### config.mk
export PLATFORM = sky130hd
export DESIGN_NAME = snga_ctrl
export DESIGN_NICKNAME = d
export VERILOG_FILES = /design/src/hdl/snga_pkg.sv /design/src/hdl/snga_ctrl.sv
export VERILOG_INCLUDE_DIRS = /design/src /design/src/hdl
export SDC_FILE = /design/constraint.sdc
export NUM_CORES = 1
export LEC_CHECK = 0
export BUFFER_PORTS_ARGS = -buffer_cell sky130_fd_sc_hd__buf_2
export CAP_MARGIN = 10
export CORE_MARGIN = 4
export CORE_UTILIZATION = 46
export CTS_CLUSTER_SIZE = 16
export DETAILED_ROUTE_END_ITERATION = 7
export PLACE_DENSITY = 0.73
export SLEW_MARGIN = 20
export SYNTH_ARGS = -nofsm -noshare
export SYNTH_HDL_FRONTEND = slang
export SYNTH_SLANG_ARGS = --single-unit
### constraint.sdc
create_clock -name clk_i -period 2.15 [get_ports clk_i]
set_clock_uncertainty 0.15 [all_clocks]
set_input_delay 0.645 -clock clk_i [delete_from_list [all_inputs] [get_ports clk_i]]
set_output_delay 0.645 -clock clk_i [all_outputs]
set_load 0.01 [all_outputs]
### src/hdl/soft_noise_gate_assert.svh
// ----------------------------------------------------------------------------
// Soft noise gate assertion macros
// Concurrent checks on clk_i, disabled while rst_ni is low. The bodies are
// empty in synthesis.
// ----------------------------------------------------------------------------
`ifndef SOFT_NOISE_GATE_ASSERT_SVH
`define SOFT_NOISE_GATE_ASSERT_SVH

`ifndef SYNTHESIS
`define SNG_ASSERT_IMP(lbl, ante, cons) \
  lbl: assert property (@(posedge clk_i) disable iff (!rst_ni) (ante) |-> (cons)) \
    else $error("soft_noise_gate: check failed");
`define SNG_ASSERT_NEXT(lbl, ante, cons) \
  lbl: assert property (@(posedge clk_i) disable iff (!rst_ni) (ante) |=> (cons)) \
    else $error("soft_noise_gate: check failed");
`else
`define SNG_ASSERT_IMP(lbl, ante, cons)
`define SNG_ASSERT_NEXT(lbl, ante, cons)
`endif

`endif

### src/hdl/snga_pkg.sv
// ----------------------------------------------------------------------------
// Soft noise gate package
// Widths, fixed-point constants, register codes and controller commands.
// ----------------------------------------------------------------------------
package snga_pkg;

  localparam int MaxChannels = 8;
  localparam int SampleBits  = 24;
  localparam int RegBits     = 24;
  localparam int CountBits   = 4;
  localparam int CfgIdxBits  = 3;
  localparam int GainFrac    = 23;
  localparam int CoeffFrac   = 24;
  localparam int RatioFrac   = 20;

  localparam int ChIdxBits   = (MaxChannels > 1) ? $clog2(MaxChannels) : 1;
  localparam int SumBits     = SampleBits + ChIdxBits;
  localparam int WideBits    = (SampleBits > RegBits) ? SampleBits : RegBits;
  localparam int DivBits     = 2 * WideBits;
  localparam int LoopBits    = $clog2(WideBits + 1);
  localparam int MulABits    = WideBits + 1;
  localparam int MulBBits    = RegBits + 1;
  localparam int ProdBits    = MulABits + MulBBits;
  localparam int NumBits     = ProdBits + 1;
  localparam int GainNumBits = RegBits + RatioFrac;
  localparam int GainShift   = GainFrac - RatioFrac;

  localparam logic [RegBits-1:0]   GainUnity   = RegBits'(1 << GainFrac);
  localparam logic [RegBits-1:0]   GainMax     = '1;
  localparam logic [RegBits-1:0]   RatioUnity  = RegBits'(1 << RatioFrac);
  localparam logic [CountBits-1:0] ActiveReset = CountBits'(2);
  localparam logic [ProdBits-1:0]  RndBias     = ProdBits'((1 << GainFrac) - 1);

  typedef enum logic [CfgIdxBits-1:0] {
    CFG_ACTIVE  = 3'd0,
    CFG_THRESH  = 3'd1,
    CFG_RATIO   = 3'd2,
    CFG_ATTACK  = 3'd3,
    CFG_RELEASE = 3'd4
  } cfg_idx_e;

  typedef enum logic [1:0] {
    MUL_ENV,
    MUL_NUM,
    MUL_APP
  } mul_op_e;

  typedef struct packed {
    logic                 load;
    logic                 acc_en;
    logic                 div_mean;
    logic                 div_step;
    logic                 mul_en;
    mul_op_e              mul_op;
    logic                 env_upd;
    logic                 gain_eval;
    logic                 gain_take;
    logic                 app_wr;
    logic [ChIdxBits-1:0] rd_idx;
    logic [ChIdxBits-1:0] wr_idx;
    logic                 out_load;
  } snga_cmd_t;

  typedef struct packed {
    logic need_div;
  } snga_sts_t;

endpackage

### src/hdl/snga_ctrl.sv
// ----------------------------------------------------------------------------
// Soft noise gate controller
// Sequences one frame through sum, mean divide, envelope, gain and apply.
// ----------------------------------------------------------------------------
`include "soft_noise_gate_assert.svh"

module snga_ctrl (
  input  logic                  clk_i,
  input  logic                  rst_ni,
  input  logic                  in_valid_i,
  output logic                  in_ready_o,
  output logic                  out_valid_o,
  input  logic                  out_ready_i,
  input  snga_pkg::snga_sts_t   sts_i,
  output snga_pkg::snga_cmd_t   cmd_o
);

  typedef enum logic [3:0] {
    S_IDLE,
    S_SUM,
    S_MLOAD,
    S_DIVM,
    S_ENVM,
    S_ENVU,
    S_NUMM,
    S_GEVAL,
    S_DIVG,
    S_GTAKE,
    S_APPLY,
    S_OUT
  } state_e;

  state_e                        state_q, state_d;
  logic [snga_pkg::LoopBits-1:0] cnt_q, cnt_d;
  logic [snga_pkg::LoopBits-1:0] cnt_m1;
  logic                          out_valid_q, out_valid_d;

  assign cnt_m1 = cnt_q - snga_pkg::LoopBits'(1);

  always_comb begin
    state_d      = state_q;
    cnt_d        = cnt_q;
    out_valid_d  = out_valid_q & ~out_ready_i;
    cmd_o        = '0;
    cmd_o.mul_op = snga_pkg::MUL_ENV;
    cmd_o.rd_idx = cnt_q[snga_pkg::ChIdxBits-1:0];
    cmd_o.wr_idx = cnt_m1[snga_pkg::ChIdxBits-1:0];
    unique case (state_q)
      S_IDLE: begin
        if (in_valid_i) begin
          cmd_o.load = 1'b1;
          cnt_d      = '0;
          state_d    = S_SUM;
        end
      end
      S_SUM: begin
        cmd_o.acc_en = 1'b1;
        if (cnt_q == snga_pkg::LoopBits'(snga_pkg::MaxChannels - 1)) begin
          cnt_d   = '0;
          state_d = S_MLOAD;
        end else begin
          cnt_d = cnt_q + snga_pkg::LoopBits'(1);
        end
      end
      S_MLOAD: begin
        cmd_o.div_mean = 1'b1;
        state_d        = S_DIVM;
      end
      S_DIVM: begin
        cmd_o.div_step = 1'b1;
        if (cnt_q == snga_pkg::LoopBits'(snga_pkg::WideBits - 1)) begin
          cnt_d   = '0;
          state_d = S_ENVM;
        end else begin
          cnt_d = cnt_q + snga_pkg::LoopBits'(1);
        end
      end
      S_ENVM: begin
        cmd_o.mul_en = 1'b1;
        cmd_o.mul_op = snga_pkg::MUL_ENV;
        state_d      = S_ENVU;
      end
      S_ENVU: begin
        cmd_o.env_upd = 1'b1;
        state_d       = S_NUMM;
      end
      S_NUMM: begin
        cmd_o.mul_en = 1'b1;
        cmd_o.mul_op = snga_pkg::MUL_NUM;
        state_d      = S_GEVAL;
      end
      S_GEVAL: begin
        cmd_o.gain_eval = 1'b1;
        cnt_d           = '0;
        state_d         = S_DIVG;
      end
      S_DIVG: begin
        if (!sts_i.need_div) begin
          cnt_d   = '0;
          state_d = S_APPLY;
        end else begin
          cmd_o.div_step = 1'b1;
          if (cnt_q == snga_pkg::LoopBits'(snga_pkg::WideBits - 1)) begin
            cnt_d   = '0;
            state_d = S_GTAKE;
          end else begin
            cnt_d = cnt_q + snga_pkg::LoopBits'(1);
          end
        end
      end
      S_GTAKE: begin
        cmd_o.gain_take = 1'b1;
        cnt_d           = '0;
        state_d         = S_APPLY;
      end
      S_APPLY: begin
        if (cnt_q < snga_pkg::LoopBits'(snga_pkg::MaxChannels)) begin
          cmd_o.mul_en = 1'b1;
          cmd_o.mul_op = snga_pkg::MUL_APP;
        end
        if (cnt_q != '0) begin
          cmd_o.app_wr = 1'b1;
        end
        if (cnt_q == snga_pkg::LoopBits'(snga_pkg::MaxChannels)) begin
          cnt_d   = '0;
          state_d = S_OUT;
        end else begin
          cnt_d = cnt_q + snga_pkg::LoopBits'(1);
        end
      end
      S_OUT: begin
        if (!out_valid_q || out_ready_i) begin
          cmd_o.out_load = 1'b1;
          out_valid_d    = 1'b1;
          state_d        = S_IDLE;
        end
      end
      default: begin
        state_d = S_IDLE;
      end
    endcase
  end

  always_ff @(posedge clk_i or negedge rst_ni) begin
    if (!rst_ni) begin
      state_q     <= S_IDLE;
      cnt_q       <= '0;
      out_valid_q <= 1'b0;
    end else begin
      state_q     <= state_d;
      cnt_q       <= cnt_d;
      out_valid_q <= out_valid_d;
    end
  end

  assign in_ready_o  = (state_q == S_IDLE);
  assign out_valid_o = out_valid_q;

  `SNG_ASSERT_NEXT(a_pending_kept, (state_q == S_OUT) && out_valid_q && !out_ready_i, (state_q == S_OUT) && out_valid_q)
  `SNG_ASSERT_NEXT(a_accept_starts, in_valid_i && in_ready_o, (state_q == S_SUM) && (cnt_q == '0))

endmodule

==> results.rst <==
.. list-table::
   :header-rows: 1

   * - Metric
     - Value
   * - Fraction of registers with async set or reset after synthesis
     - 100%
   * - Boundary Pins
     - 25
   * - Post-placement worst setup slack
     - 5.27 ps
   * - Total of flip-flops plus latches after synthesis
     - 10
   * - Critical Setup Path Class
     - reg -> out
   * - Number of I/O port buffers
     - 24
   * - Design area
     - ~1400 sq um
   * - RSZ-0062 raised after global routing
     - yes
   * - Filler Cell Count
     - around 120
   * - Most numerous cell types in the synthesized netlist
     - sky130_fd_sc_hd__nand2_1, sky130_fd_sc_hd__dfrtp_1, sky130_fd_sc_hd__nor3_1
   * - Die outline area
     - 2800 sq um
   * - Count of inserted antenna diode cells
     - 0
   * - Clock tree from TritonCTS
     - built
   * - Number of failing setup endpoints in the final timing report
     - 11
   * - Final sum of negative setup slack
     - -655 ps
   * - Routability cong.
     - around 0.83
   * - Clock Root Buffer
     - sky130_fd_sc_hd__clkbuf_4
   * - Floorplan die width
     - about 53 microns
   * - Arrival time reported for the critical path endpoint
     - roughly 1500 ps
   * - Net count of the finished layout
     - 161
   * - HP Class
     - in -> async
   * - Final Hold Fails
     - 0
   * - Placed Area
     - 1090 sq um
   * - Worst Max-Slew Pin Slew
     - roughly 370 ps
   * - Number of remaining DRC errors
     - 0
   * - Sequential cell area fraction in the yosys report
     - between 20 and 30%
   * - Number of enable-type register cells in the synthesized netlist
     - 0
   * - First-pass iteration count of the detailed router
     - 4
   * - Required @ worst endpoint
     - roughly 1400 ps
   * - Core Box Area
     - 1820 sq um
   * - Synth top area share
     - between 20% and 30%
   * - Yosys Warn Count
     - 0
   * - Buffers from clock root to sink, at most
     - 2
   * - Ratio of cells with drive above 1 in the final layout
     - between 50% and 60%
   * - Leakage power of the design
     - between 0.6 and 0.7 nW
   * - Crit path cell chain
     - nor4_2, buf_4, and2_1, buf_2
   * - Clock insertion delay at the later pin of the skew report
     - approximately 270 ps
   * - Area added between synthesis and finish
     - 47.9%
   * - Drt initial violations
     - roughly 40
   * - Largest net degree at the start of global routing
     - 12
   * - Number of global-route vias before repair
     - slightly above 900
   * - Vias post-DR
     - a little under 1000
   * - Yosys cell types
     - just over 40
   * - Critical path launch point type
     - flip-flop
   * - Starting utilization of the core area
     - between 50% and 60%
   * - Post-CTS Hold Buffers
     - 0
   * - Global-route usage over all layers
     - between 20% and 30%
   * - Clock transition at the register clock pins on the worst setup and hold paths after CTS
     - ~80 ps
   * - Critical-path top delay cell
     - sky130_fd_sc_hd__dfrtp_2
   * - Row cnt
     - 15
   * - Register-to-register setup slack
     - -50 ps
   * - Gr ovfl total
     - 0
   * - Total wirelength of the detailed-routed design
     - just over 3000 microns
   * - Top fanout value on the critical path
     - 7
   * - Clock period minus worst slack
     - approximately 2300 ps
   * - Tightest hold margin
     - ~76 ps
   * - Power per Cell Area
     - 1640 nW/um^2
   * - Highest Clock Rate
     - 433 MHz
   * - Via density
     - between 5 and 6
   * - Wire length of the first global-routing pass
     - between 4000 and 5000 microns
   * - Total standard cell area after synthesis
     - roughly 930 sq um
   * - Share of the clock period used by the worst path after layout
     - 107%
   * - Number of instances in the synthesized netlist
     - roughly 110
   * - Routed length per instance
     - roughly 17 microns
   * - Remaining antenna violation count
     - 0
   * - Post-synth net total
     - 116
   * - PnR Total Power
     - 2.25 mW
   * - Die height
     - ~53 microns
   * - Top-count cell post-synth
     - sky130_fd_sc_hd__nand2_1
   * - Number of buffers added by the clock tree synthesis step
     - 3
   * - Maxcap violations
     - 0
   * - Top cell family by delay on the critical path
     - flip-flops
   * - Main area contributors after synthesis
     - sky130_fd_sc_hd__dfrtp_1, sky130_fd_sc_hd__buf_4, sky130_fd_sc_hd__nor3_1, sky130_fd_sc_hd__nand2_1, sky130_fd_sc_hd__ha_1
   * - Crit path buffers/inverters
     - 2
   * - H-Tree Level Count
     - 1
   * - Final setup slack of the worst path
     - -161 ps
   * - Leading area contributor after synthesis
     - sky130_fd_sc_hd__dfrtp_1
   * - Kind of end point of the critical path
     - output pin
   * - Run status
     - finished with violations
   * - Most frequently used flop master after synthesis
     - sky130_fd_sc_hd__dfrtp_1
   * - Slew HR
     - 75.1%
   * - Max-slew violations
     - 0
   * - Average instance area after synthesis
     - between 8 and 9 sq um
   * - Antenna violations before repair
     - 0
   * - HPWL after detailed placement
     - between 1500 and 2000 microns
   * - Violated checks
     - negative setup slack
   * - Total number of clock tree sinks
     - 10
   * - Peak ir drop on the vdd network
     - between 1 and 1.5 mV
   * - Crit-path max cell delay
     - about 480 ps
-- registers in the layout, summed over array words and instances (netlist names) --
register,cells
cnt_q,5
out_valid_o,1
state_q,4
-- area by class of cell --
type,count,area (sq um),area share (%)
Sequential cell,10,254,18.5
Multi-Input combinational cell,80,683,49.8
Clock buffer,4,36.3,2.65
Timing Repair Buffer,51,340,24.8
Inverter,7,26.3,1.92
Tap cell,25,31.3,2.28
-- timing repair --
action / CTS / global route
pin swaps: 2 / 5
gates resized for setup: 14 / 15
setup endpoints to repair: 12 / 16
setup buffers: 8 / 6
-- power breakdown --
part | leakage, nW | internal, mW | switching (mW)
Combinational | 0.512 | 0.835 | 0.846
Clock | 0.0210 | 0.103 | 0.0808
Sequential | 0.127 | 0.264 | 0.120
Total | 0.659 | 1.20 | 1.05
-- path summary, 6_finish.rpt --
path	from	end	cells after the start
hold reg to reg	out_valid_o$_DFF_PN0_	out_valid_o$_DFF_PN0_	2
min in group clk_i	out_valid_o$_DFF_PN0_	out_valid_o$_DFF_PN0_	2
hold / removal	rst_ni	state_q[0]$_DFFE_PN0P_	1
max in group asynchronous	rst_ni	state_q[2]$_DFFE_PN0P_	1
setup / recovery	state_q[0]$_DFFE_PN0P_	cmd_o[17]	4
setup reg to reg	state_q[1]$_DFFE_PN0P_	state_q[0]$_DFFE_PN0P_	6
-- logic make-up (layout without fill, tap and decap cells) --
kind of cell / count (synthesis) / after routing / synth area share [%]
simple gates: 49 / 49 / 30.5
compound gates: 21 / 21 / 18.2
buf+inv: 18 / 62 / 12.0
flops: 10 / 10 / 27.0
mux: 4 / 4 / 5.40
fa+ha+maj: 3 / 3 / 4.05
xor+xnor: 3 / 3 / 2.83
-- worst register-to-register path: stages (launching register included) --
cell and delay (ps):
sky130_fd_sc_hd__dfrtp_2 480, sky130_fd_sc_hd__buf_4 170, sky130_fd_sc_hd__xor2_1 160, sky130_fd_sc_hd__o31ai_1 230
sky130_fd_sc_hd__or3b_4 460, sky130_fd_sc_hd__nor2_4 130, sky130_fd_sc_hd__mux2_4 310
-- cell usage in the layout (no fill, tap or decap), types with 3 or more instances in the layout --
cell type	count
sky130_fd_sc_hd__buf_2	23
sky130_fd_sc_hd__nand2_2	3
sky130_fd_sc_hd__dfrtp_2	3
sky130_fd_sc_hd__nand3_1	3
sky130_fd_sc_hd__nor3_1	5
sky130_fd_sc_hd__buf_4	24
sky130_fd_sc_hd__inv_2	3
sky130_fd_sc_hd__o21ai_0	4
sky130_fd_sc_hd__dfrtp_1	7
sky130_fd_sc_hd__nand2_1	9
sky130_fd_sc_hd__inv_1	4
sky130_fd_sc_hd__nor2_1	6
sky130_fd_sc_hd__buf_6	4
sky130_fd_sc_hd__clkbuf_4	3
sky130_fd_sc_hd__a21oi_1	3
-- metal layers --
layer  track usage, %  wire [microns]  part of all wire (%)
met5                0               0                     0
met4             7.66              65                   2.1
met3             3.10             227                   7.3
met2             33.5            1490                    48
met1             28.1            1310                    42
-- stage by stage --
stage / instances / util [%]
6_report: 177 / 75.3
5_1_grt: 177 / 75.3
4_1_cts: 171 / 69.8
3_5_place_dp: 159 / 59.9
3_3_place_gp: 159 / 59.9
2_1_floorplan: 108 / -
Power figures use the tool's default switching activity.
